--- src/hw/rtl/q32_pkg.sv ---
// shared types and constants for the q32.32 arithmetic unit
`default_nettype none
package q32_pkg;
  localparam int unsigned DataW = 64;
  localparam int unsigned FuncW = 3;
  localparam logic [DataW-1:0] OvfCode = 64'h8000_0000_0000_0000;
  localparam logic [DataW-1:0] QMax = 64'h7FFF_FFFF_FFFF_FFFF;
  localparam logic [DataW-1:0] QMin = 64'h8000_0000_0000_0000;
  localparam logic [31:0] HalfLsb = 32'h8000_0000;
  // long division steps, bit 96 down to bit 0
  localparam int unsigned DivSteps = 97;
  localparam int unsigned StepW = 7;

  localparam logic [FuncW-1:0] FuncAdd = 3'd0;
  localparam logic [FuncW-1:0] FuncSub = 3'd1;
  localparam logic [FuncW-1:0] FuncSatAdd = 3'd2;
  localparam logic [FuncW-1:0] FuncSatSub = 3'd3;
  localparam logic [FuncW-1:0] FuncMul = 3'd4;
  localparam logic [FuncW-1:0] FuncSatMul = 3'd5;
  localparam logic [FuncW-1:0] FuncDiv = 3'd6;
  localparam logic [FuncW-1:0] FuncSatDiv = 3'd7;

  // controller to datapath
  typedef struct packed {
    logic load;      // capture operands
    logic mul_step;  // advance multiply sequence
    logic div_step;  // one long division step
    logic finish;    // form result
  } q32_cmd_t;

  // datapath to controller
  typedef struct packed {
    logic is_mul;
    logic is_div;
    logic div_zero;
    logic div_last;
    logic mul_last;
  } q32_stat_t;
endpackage
`default_nettype wire

--- src/hw/rtl/q32_if.sv ---
// valid/ready channels for operation items and result items
`default_nettype none
interface q32_req_if;
  import q32_pkg::*;
  logic valid;
  logic ready;
  logic [FuncW-1:0] func;
  logic signed [DataW-1:0] operand_a;
  logic signed [DataW-1:0] operand_b;
  modport source (output valid, func, operand_a, operand_b, input ready);
  modport sink (input valid, func, operand_a, operand_b, output ready);
endinterface

interface q32_rsp_if;
  import q32_pkg::*;
  logic valid;
  logic ready;
  logic signed [DataW-1:0] result;
  logic overflow;
  modport source (output valid, result, overflow, input ready);
  modport sink (input valid, result, overflow, output ready);
endinterface
`default_nettype wire

--- src/hw/rtl/q32_ctrl.sv ---
// sequencing state machine for the q32.32 arithmetic unit
`default_nettype none
module q32_ctrl import q32_pkg::*; (
  input  wire logic      clk_i,
  input  wire logic      rst_ni,
  input  wire logic      in_valid_i,
  output logic           in_ready_o,
  output logic           out_valid_o,
  input  wire logic      out_ready_i,
  input  wire q32_stat_t stat_i,
  output q32_cmd_t       cmd_o
);
  typedef enum logic [2:0] {
    StIdle, StDecode, StMul, StDiv, StFinish, StOut
  } state_e;

  state_e state_q;

  assign in_ready_o = (state_q == StIdle);
  assign out_valid_o = (state_q == StOut);

  // commands follow the state
  always_comb begin
    cmd_o = '0;
    cmd_o.load = in_valid_i && (state_q == StIdle);
    cmd_o.mul_step = (state_q == StMul);
    cmd_o.div_step = (state_q == StDiv);
    cmd_o.finish = (state_q == StFinish);
  end

  // state register
  always_ff @(posedge clk_i or negedge rst_ni) begin
    if (!rst_ni) begin
      state_q <= StIdle;
    end else begin
      case (state_q)
        StIdle: begin
          if (in_valid_i) state_q <= StDecode;
        end
        StDecode: begin
          if (stat_i.is_mul) state_q <= StMul;
          else if (stat_i.is_div && !stat_i.div_zero) state_q <= StDiv;
          else state_q <= StFinish;
        end
        StMul: begin
          if (stat_i.mul_last) state_q <= StFinish;
        end
        StDiv: begin
          if (stat_i.div_last) state_q <= StFinish;
        end
        StFinish: state_q <= StOut;
        StOut: begin
          if (out_ready_i) state_q <= StIdle;
        end
        default: state_q <= StIdle;
      endcase
    end
  end
endmodule
`default_nettype wire

--- src/hw/rtl/q32_dp.sv ---
// operand registers, partial product multiplier and restoring divider
`default_nettype none
module q32_dp import q32_pkg::*; (
  input  wire logic             clk_i,
  input  wire logic             round_en_i,
  input  wire logic [FuncW-1:0] func_i,
  input  wire logic [DataW-1:0] a_i,
  input  wire logic [DataW-1:0] b_i,
  input  wire q32_cmd_t         cmd_i,
  output q32_stat_t             stat_o,
  output logic [DataW-1:0]      result_o,
  output logic                  overflow_o
);
  logic [FuncW-1:0] func_q;
  logic [DataW-1:0] a_q, b_q, n_q, d_q;
  logic             round_q;
  logic [1:0]       mcnt_q;
  logic [127:0]     acc_q;
  logic [DataW-1:0] rem_q, q_q;
  logic             big_q;
  logic [StepW-1:0] step_q;
  logic [DataW-1:0] result_q;
  logic             ovf_q;

  logic a_neg, b_neg, neg, same;
  assign a_neg = a_q[DataW-1];
  assign b_neg = b_q[DataW-1];
  assign neg = a_neg ^ b_neg;
  assign same = !neg;

  assign stat_o.is_mul = (func_q == FuncMul) || (func_q == FuncSatMul);
  assign stat_o.is_div = (func_q == FuncDiv) || (func_q == FuncSatDiv);
  assign stat_o.div_zero = (b_q == '0);
  assign stat_o.div_last = (step_q == StepW'(DivSteps - 1));
  assign stat_o.mul_last = (mcnt_q == 2'd3);

  // one 32x32 partial product per step
  logic [31:0] px, py;
  logic [63:0] pp;
  logic [127:0] pp_sh;
  always_comb begin
    px = mcnt_q[0] ? n_q[63:32] : n_q[31:0];
    py = mcnt_q[1] ? d_q[63:32] : d_q[31:0];
    pp = {32'd0, px} * {32'd0, py};
    pp_sh = {64'd0, pp} << (7'(mcnt_q[0]) * 7'd32 + 7'(mcnt_q[1]) * 7'd32);
  end

  // one restoring division step
  logic             carry, dbit, take;
  logic [DataW-1:0] rem_sh;
  logic [StepW-1:0] bitpos;
  always_comb begin
    bitpos = StepW'(DivSteps - 1) - step_q;
    carry = rem_q[DataW-1];
    dbit = (bitpos >= StepW'(33)) ? n_q[6'(bitpos - StepW'(33))] : 1'b0;
    rem_sh = {rem_q[DataW-2:0], dbit};
    take = carry || (rem_sh >= d_q);
  end

  // multiply result forming
  logic [127:0] prod, prod_r;
  logic [32:0]  top;
  logic         mul_ovf;
  always_comb begin
    prod = neg ? (~acc_q + 128'd1) : acc_q;
    prod_r = prod;
    if (round_q) begin
      prod_r = prod + {96'd0, (prod[127] ? (HalfLsb - 32'd1) : HalfLsb)};
    end
    top = prod_r[127:95];
    mul_ovf = (top != '0) && (top != '1);
  end

  // divide result forming
  logic [DataW-1:0] dmag;
  logic             div_ovf;
  always_comb begin
    dmag = {1'b0, q_q[DataW-1:1]} + ((round_q) ? {63'd0, q_q[0]} : '0);
    div_ovf = big_q || dmag[DataW-1];
  end

  // add and subtract
  logic [DataW-1:0] sum, diff;
  logic             add_ovf, sub_ovf;
  always_comb begin
    sum = a_q + b_q;
    diff = a_q - b_q;
    add_ovf = same && (a_q[DataW-1] ^ sum[DataW-1]);
    sub_ovf = !same && (a_q[DataW-1] ^ diff[DataW-1]);
  end

  // final selection
  logic [DataW-1:0] r_raw, r_fin;
  logic             o_raw;
  always_comb begin
    r_raw = sum;
    o_raw = 1'b0;
    case (func_q)
      FuncAdd, FuncSatAdd: begin
        r_raw = sum;
        o_raw = add_ovf;
      end
      FuncSub, FuncSatSub: begin
        r_raw = diff;
        o_raw = sub_ovf;
      end
      FuncMul, FuncSatMul: begin
        r_raw = prod_r[95:32];
        o_raw = mul_ovf;
      end
      default: begin
        if (b_q == '0) begin
          r_raw = OvfCode;
          o_raw = 1'b1;
        end else begin
          r_raw = neg ? (~dmag + 64'd1) : dmag;
          o_raw = div_ovf;
        end
      end
    endcase
    r_fin = r_raw;
    if (o_raw) begin
      case (func_q)
        FuncSatAdd, FuncSatSub: r_fin = a_neg ? QMin : QMax;
        FuncSatMul: r_fin = same ? QMax : QMin;
        FuncSatDiv: begin
          if (b_q == '0) r_fin = a_neg ? QMin : QMax;
          else r_fin = same ? QMax : QMin;
        end
        default: r_fin = OvfCode;
      endcase
    end
  end

  // datapath registers
  always_ff @(posedge clk_i) begin
    if (cmd_i.load) begin
      func_q <= func_i;
      a_q <= a_i;
      b_q <= b_i;
      n_q <= a_i[DataW-1] ? (~a_i + 64'd1) : a_i;
      d_q <= b_i[DataW-1] ? (~b_i + 64'd1) : b_i;
      round_q <= round_en_i;
      mcnt_q <= '0;
      acc_q <= '0;
      rem_q <= '0;
      q_q <= '0;
      big_q <= 1'b0;
      step_q <= '0;
    end
    if (cmd_i.mul_step) begin
      acc_q <= acc_q + pp_sh;
      mcnt_q <= mcnt_q + 2'd1;
    end
    if (cmd_i.div_step) begin
      rem_q <= take ? (rem_sh - d_q) : rem_sh;
      if (take) begin
        if (bitpos >= StepW'(64)) big_q <= 1'b1;
        else q_q[6'(bitpos)] <= 1'b1;
      end
      step_q <= step_q + StepW'(1);
    end
    if (cmd_i.finish) begin
      result_q <= r_fin;
      ovf_q <= o_raw;
    end
  end

  assign result_o = result_q;
  assign overflow_o = ovf_q;
endmodule
`default_nettype wire

--- src/hw/rtl/q32_32_arith_unit.sv ---
// top level of the signed q32.32 arithmetic unit
//
// usage: one operation item enters on req (func, operand_a, operand_b) and
// one result item (result, overflow) leaves on rsp, both valid/ready.
// the unit takes one item at a time; req.ready is high only while idle.
// sequence from the accepting edge until rsp.valid rises:
//   add/sub and saturating forms: decode, finish, then output
//   multiply: decode, four 32x32 partial products (one per cycle), finish, output
//   divide: decode, 97 restoring steps (one quotient bit per cycle), finish, output
//   divide by zero: decode, finish, then output
// round_enable_i is sampled into round_enable_q when round_we_i is high;
// it resets to 1 (round to nearest, ties away from zero).
// when the receiver stalls, the result holds on rsp until taken and no
// new item is accepted.
// reset returns the sequencer to idle; operand registers are not cleared.
`default_nettype none
module q32_32_arith_unit import q32_pkg::*; (
  input  wire logic clk_i,
  input  wire logic rst_ni,
  input  wire logic round_we_i,
  input  wire logic round_enable_i,
  q32_req_if.sink   req,
  q32_rsp_if.source rsp
);
  logic      round_enable_q;
  q32_cmd_t  cmd;
  q32_stat_t stat;

  // configuration register
  always_ff @(posedge clk_i or negedge rst_ni) begin
    if (!rst_ni) begin
      round_enable_q <= 1'b1;
    end else if (round_we_i) begin
      round_enable_q <= round_enable_i;
    end
  end

  q32_ctrl u_ctrl (
    .clk_i      (clk_i),
    .rst_ni     (rst_ni),
    .in_valid_i (req.valid),
    .in_ready_o (req.ready),
    .out_valid_o(rsp.valid),
    .out_ready_i(rsp.ready),
    .stat_i     (stat),
    .cmd_o      (cmd)
  );

  q32_dp u_dp (
    .clk_i     (clk_i),
    .round_en_i(round_enable_q),
    .func_i    (req.func),
    .a_i       (req.operand_a),
    .b_i       (req.operand_b),
    .cmd_i     (cmd),
    .stat_o    (stat),
    .result_o  (rsp.result),
    .overflow_o(rsp.overflow)
  );

  // only one command of the sequence at a time
  assert property (@(posedge clk_i) disable iff (!rst_ni)
    $onehot0({cmd.load, cmd.mul_step, cmd.div_step, cmd.finish}))
    else $error("overlapping datapath commands");

  // a load is never directly followed by a valid result
  assert property (@(posedge clk_i) disable iff (!rst_ni)
    cmd.load |=> !rsp.valid)
    else $error("result shown right after load");

  // finish is followed by a valid result
  assert property (@(posedge clk_i) disable iff (!rst_ni)
    cmd.finish |=> rsp.valid)
    else $error("finish without result");
endmodule
`default_nettype wire

--- src/flat_wrapper.sv ---
// flat-port wrapper written by rule: the top's interface ports become plain ports
module q32_32_arith_unit_flat import q32_pkg::*;
  (clk_i, rst_ni, round_we_i, round_enable_i, req_valid, req_func, req_operand_a, req_operand_b, req_ready, rsp_valid, rsp_result, rsp_overflow, rsp_ready);
  q32_req_if req_i ();
  q32_rsp_if rsp_i ();
  input  wire logic clk_i;
  input  wire logic rst_ni;
  input  wire logic round_we_i;
  input  wire logic round_enable_i;
  input wire logic [$bits(req_i.valid)-1:0] req_valid;
  input wire logic [$bits(req_i.func)-1:0] req_func;
  input wire logic [$bits(req_i.operand_a)-1:0] req_operand_a;
  input wire logic [$bits(req_i.operand_b)-1:0] req_operand_b;
  output wire logic [$bits(req_i.ready)-1:0] req_ready;
  output wire logic [$bits(rsp_i.valid)-1:0] rsp_valid;
  output wire logic [$bits(rsp_i.result)-1:0] rsp_result;
  output wire logic [$bits(rsp_i.overflow)-1:0] rsp_overflow;
  input wire logic [$bits(rsp_i.ready)-1:0] rsp_ready;
  assign req_i.valid = req_valid;
  assign req_i.func = req_func;
  assign req_i.operand_a = req_operand_a;
  assign req_i.operand_b = req_operand_b;
  assign req_ready = req_i.ready;
  assign rsp_valid = rsp_i.valid;
  assign rsp_result = rsp_i.result;
  assign rsp_overflow = rsp_i.overflow;
  assign rsp_i.ready = rsp_ready;
  q32_32_arith_unit u_core (.clk_i(clk_i), .rst_ni(rst_ni), .round_we_i(round_we_i), .round_enable_i(round_enable_i), .req(req_i), .rsp(rsp_i));
endmodule
--- config.mk ---
export PLATFORM = sky130hd
export DESIGN_NAME = q32_32_arith_unit_flat
export DESIGN_NICKNAME = d
export VERILOG_FILES = /design/src/hw/rtl/q32_pkg.sv /design/src/hw/rtl/q32_if.sv /design/src/hw/rtl/q32_ctrl.sv /design/src/hw/rtl/q32_dp.sv /design/src/hw/rtl/q32_32_arith_unit.sv /design/src/flat_wrapper.sv
export SDC_FILE = /design/constraint.sdc
export NUM_CORES = 2
export LEC_CHECK = 0
export ABC_CLOCK_PERIOD_IN_PS = 35700
export BUFFER_PORTS_ARGS = -buffer_cell sky130_fd_sc_hd__buf_4
export CAP_MARGIN = 20
export CELL_PAD_IN_SITES_DETAIL_PLACEMENT = 1
export CELL_PAD_IN_SITES_GLOBAL_PLACEMENT = 1
export CORE_MARGIN = 2
export CORE_UTILIZATION = 40
export CTS_CLUSTER_SIZE = 14
export DETAILED_ROUTE_END_ITERATION = 16
export PLACE_DENSITY = 0.73
export SLEW_MARGIN = 15
export SYNTH_ARGS = -nofsm -noshare
export SYNTH_HDL_FRONTEND = slang
export SYNTH_SLANG_ARGS = --single-unit
--- constraint.sdc ---
create_clock -name clk_i -period 35.7 [get_ports clk_i]
set_input_delay 10.71 -clock clk_i [delete_from_list [all_inputs] [get_ports clk_i]]
set_output_delay 10.71 -clock clk_i [all_outputs]
set_load 0.01 [all_outputs]
; After elaboration in Yosys (flattened, before gate mapping)
; Cells that the tools add are included.
[totals]
register_bits = 595
latchBits = 0
ramBits = 0
mem_bits_ro = 0
output_inout_bits = 67
n_memories = 0
[op_classes]
addsub = 15
mul = 1
n_div = 0
order_cmp = 6
eq_ne = 19
shift = 1
muxes = 47
n_bitwise = 8
n_reduce_logical = 23
[op_table]
columns = operator, count
row1 = 64-bit 2-to-1 mux, 13
row2 = 128-bit 2-to-1 mux, 4
row3 = 64-bit one-hot mux with 3 select lines, 2
row4 = "64-bit by 1-bit adder with 64-bit output, second input constant", 3
row5 = 64-bit inverter, 3
row6 = "128-bit by 1-bit adder with 128-bit output, second input constant", 1
row7 = 128-bit adder, 1
row8 = 128-bit by 32-bit adder with 128-bit output, 1
row9 = 128-bit inverter, 1
row10 = 64-bit by 7-bit << shifter with 128-bit output, 1
row11 = 64-bit subtractor, 2
row12 = 63-bit 2-to-1 mux, 2
row13 = 32-bit 2-to-1 mux, 3
row14 = 63-bit by 1-bit adder with 64-bit output, 1
row15 = 64-bit adder, 1
row16 = 64-bit greater-or-equal comparator, 1
row17 = 64-bit logical NOT, 1
row18 = 32-bit by 32-bit multiplier with 64-bit output, 1
row19 = 64-bit bitwise OR, 1
row20 = "33-bit != test, second input constant", 1
row21 = 33-bit nonzero test, 1
row22 = "3-bit equality test, second input constant", 6
row23 = 3-bit 2-to-1 mux, 6
row24 = 3-bit one-hot mux with 6 select lines, 1
row25 = 29 further kinds, 62

; Logic depth before layout (Yosys ltp)
[logic_depth]
ltp_word = 10
ltp_mapped = 53

; Cells and area by module
; From an unflattened synthesis, not the netlist that was laid out.
[hier_totals]
cells_unflattened = 10131
area_unflattened_um2 = 87382.6
[modules_own_cells]
columns = mod, instances, cells_each, area_per_inst_um2, seq_area_each_um2
row1 = q32_dp, 1, 10100, 87074.8, 17036.3
row2 = q32_ctrl, 1, 29, 266.5, 75.1
row3 = q32_32_arith_unit, 1, 2, 41.3, 26.3

; Least setup slack after synthesis
; Ideal clock, no wire load.
[synth_path]
path_type = input to register
startpoint = input req_valid
endpoint = register u_core.u_dp.a_q[0] (enable)
setup_time_ps = 612
arrival_time_ps = 15920
path_slack_ps = 19168
cell_stages = 2
n_path_buf = 0
path_cell_list = nand2_1 > inv_1
[synth_rtl]
columns = element, line
row1 = start: declaration, flat_wrapper.sv:10  ; input wire logic [$bits(req_i.valid)-1:0] req_valid;
row2 = end signal: assignment, q32_dp.sv:139  ; a_q <= a_i;
row3 = end: declaration, q32_dp.sv:15  ; logic [DataW-1:0] a_q, b_q, n_q, d_q;

; Final worst setup path
[layout_path]
startpoint = register u_core.u_dp.mcnt_q[1]
endpoint = register u_core.u_dp.acc_q[118], data pin
[layout_between]
elab_chain_cells = 5
[layout_rtl]
columns = element, line
row1 = start: declaration, q32_dp.sv:17  ; logic [1:0] mcnt_q;
row2 = start signal: assignment, q32_dp.sv:153  ; mcnt_q <= mcnt_q + 2'd1;
row3 = 32-bit 2-to-1 mux, q32_dp.sv:43  ; py = mcnt_q[1] ? d_q[63:32] : d_q[31:0];
row4 = 32-bit by 32-bit multiplier with 64-bit output, q32_dp.sv:44  ; pp = {32'd0, px} * {32'd0, py};
row5 = 64-bit by 7-bit << shifter with 128-bit output *, q32_dp.sv:45  ; pp_sh = {64'd0, pp} << (7'(mcnt_q[0]) * 7'd32 + 7'(mcnt_q[1]) * 7'd32);
row6 = 128-bit adder *, q32_dp.sv:152  ; acc_q <= acc_q + pp_sh;
row7 = 128-bit 2-to-1 mux *, q32_dp.sv:151  ; if (cmd_i.mul_step) begin
row8 = end signal: assignment, q32_dp.sv:152
row9 = end: declaration, q32_dp.sv:18  ; logic [127:0] acc_q;
; Mark *: on every way between the ends. The rest lies on a longest branch, timed or not.
; A chain may end at the register's enable or synchronous reset.

==> metrics.txt <==
Filler Cell Count=around 26000; DR top layer=met5; synthesized netlist net count=12000; reg-to-reg endpoint=u_core.u_dp.acc_q[118]; count of routing violations after the opening detailed-route iteration=roughly 8700; max-capacitance violation count=0; CTS Hold Bufs=0; xor and xnor area share after synthesis=7.09%; Detail Route Antenna Nets=0; number of gates on the worst path with buffers counted=44; worst hold path stage count=2; TritonCTS Buffers=between 70 and 80; Net count, final=11900; global-route wire length before repair=577000 µm; most repeated cell in the gate-level netlist after synthesis=nor2_1; initial antenna violation count=35; setup slack after placement=approximately 20000 ps; per-cell via count in the routed design=6.18; arrival time worst endpoint=approximately 16000 ps; routed length on met3=roughly 37000 µm; Final period util=around 44%; relative max-transition margin=14.7%; share of the synthesized area in the top cell type=roughly 20%; sequential element share of the synthesized area=19.5%; Least-Margin Pin Slew=between 1000 and 1500 ps; worst-path fanout max=55; Synth area leader=fa_1; post-CTS sizing=0; crit path time final=approximately 16000 ps; width of the chip=~470 µm; startpoint type of the worst setup path=register; CP endpoint kind=register; DP Area=~93000 µm²; last weighted congestion value of the routability-driven placer=1.03; post-detailed-route DRC marker count=0; critical setup path kind=reg2reg; CTS sink cnt=roughly 590; Critical-path top delay cell=o21a_1; io pins=between 200 and 250; required time of the critical path=36120 ps; endpoint of the worst hold path=u_core.u_dp.q_q[0]; Critical Path Source=u_core.u_dp.mcnt_q[1]; final-report max-slew violation count=0; # Post-CTS Setup Buffers=0; Top cell by count, worst path=fa_1; Overflow after GRT=0; total of buffers placed on input and output ports=approximately 200; worst min path class=reg2reg; delay-heaviest family, CP=compound AO/OA/AOI/OAI gates; Avg Inst Size Synth=8.50 µm²; routed length on met1=165000 µm; router iterations before antenna repair=7; hold_sp=u_core.u_dp.q_q[0]; final non-filler cell area=around 96000 µm²; post-detailed-route wirelength per cell=about 30 µm; highest clock frequency the design can meet=64.0 MHz; worst setup slack for register-to-register paths=20070 ps; Synth Register Bits=between 500 and 600; clk_skew=46.3 ps; share of final-layout standard cells stronger than drive strength 1=around 7%; post-synthesis share of cell area spent on and, or, nand and nor gates=between 15 and 20%; status=complete, no violations; total setup violations reported at the end of the flow=0; Worst Path Buf+Inv=4; number of library cell types mapped by synthesis=110; RSZ-0062 raised after global routing=no; clock tree from TritonCTS=yes; starting utilization of the core area=roughly 40%; core outline area=between 200000 and 250000 µm²; worst-case setup margin in the final layout=roughly 20000 ps; routed vias=81800; share of synthesized registers carrying an async set or reset=0.675%; final wirelength=about 400000 µm; global-route usage over all layers=about a third; top cell types by occurrence after synthesis=nor2_1 (1220), inv_1 (1156), nand2_1 (1016), fa_1 (900), ha_1 (621); Clock Tree Buf Depth=3; main combinational cell family by area after synthesis=adder cells; adder and majority gate portion of the synthesized area=around 29%; dominant synthesized flop cell=edfxtp_1; Worst-Skew Late Latency=750 ps; sum of met2 wire segment lengths after detailed routing=between 150000 and 200000 µm; netlist area before placement=approximately 88000 µm²; vertical extent of the die=between 400 and 500 µm; Yosys warning count=0; launch instance of the worst register-to-register path=u_core.u_dp.mcnt_q[1]; dpl hpwl=around 320000 µm; number of cells on the worst reg-to-reg path=44; synthesis-to-finish area growth=8.59%; hold violation count in the final report=0; vias in the first global route=between 80000 and 90000; row count=around 170; share of cell area taken by muxes after synthesis=2.68%; Post-synth EDFFs=524; largest cells by area after synthesis=fa_1 (20%), edfxtp_1 (18%), ha_1 (8.8%), nor2_1 (5.2%), xnor2_1 (5.1%); number of H-tree levels=3; buffer cell driving the clock tree root=clkbuf_16; number of cells produced by synthesis=just over 10000; synthesized-area fraction occupied by ao, oa, aoi and oai cells=between 10% and 20%; Die Area=around 220000 µm²; Clock transition at path regs=about 50 ps; final total negative setup slack=0 ps; crit-path max cell delay=1030 ps; largest net degree at the start of global routing=between 200 and 250
## flip-flops by register name, indices dropped and copies added, names as in the netlist, 7 cells and up
name	flops
u_core.u_dp.result_o	64
u_core.u_dp.q_q	64
u_core.u_dp.a_q	64
u_core.u_dp.b_q	64
u_core.u_dp.step_q	7
u_core.u_dp.d_q	63
u_core.u_dp.acc_q	128
u_core.u_dp.rem_q	64
u_core.u_dp.n_q	63
## stage by stage
| stage | hold WS [ps] | instances | utilization [%] |
|---|---|---|---|
| global route | 502 | 13200 | 43.6 |
| floorplan | 417 | 10300 | - |
| finish | 477 | 13200 | 43.6 |
| detailed placement | 456 | 13100 | 42.3 |
| CTS | 469 | 13200 | 43.5 |
| global placement | 447 | 13100 | 42.3 |
## worst min-delay path, stage by stage, from the launching register on
cell	delay (ps)
dfxtp_1	330
nand2_1	50
o21ai_0	60
## final cells by class
type,count,area [µm²],area share [%]
flip-flops and latches,593,17100,17.9
clock inverters,56,731,0.765
well taps,2871,3590,3.76
multi-input cells,8070,64700,67.8
repair buffers,383,2890,3.02
diodes,22,55.1,0.0576
inverters,1159,4360,4.56
clock buffers,86,2010,2.11
## metal layers
metal  global-route usage (%)  vias to the layer above
met5                        0                        -
met4                     16.6                       20
met3                     7.94                      754
met2                     53.7                     3769
met1                     46.7                    41900
li1                         -                    35300
## worst max-delay path by stage
stage	to	slack (ps)
after detailed placement	u_core.u_dp.d_q[59]	20420
after global routing	u_core.u_dp.acc_q[118]	19410
after CTS	u_core.u_dp.acc_q[118]	20560
final	u_core.u_dp.acc_q[118]	20070
after floorplan	u_core.u_dp.a_q[0]	19170
after global placement	u_core.u_dp.d_q[59]	20410
## logic make-up after synthesis
logic type | count (synthesis)
xor+xnor | 710
compound gates | 1993
mux | 205
fa+ha+maj | 1521
simple gates | 3641
buf+inv | 1679
flops | 593
## placed cells by master, fill, tap and decap left out, drive strengths merged, types with 69 or more instances in the layout
master  synthesis  final
a21o          205    205
a21oi         552    552
a31oi          93     93
and2          103    103
and3           79     79
buf            79    379
clkbuf        441     90
edfxtp        524    524
fa            900    900
ha            621    621
inv          1157   1164
mux2i         140    140
nand2        1016   1016
nand2b         83     83
nand3         209    209
nand4         163    163
nor2         1221   1221
nor2b          69     69
nor3          208    208
nor4          152    152
o21a           71     71
o21ai         416    416
o21bai         76     76
o31ai          79     79
or3           102    102
xnor2         509    509
xor2          200    200
Power is not shown: default switching activity piles up to over one toggle a cycle in this logic, so the estimate is an artifact.
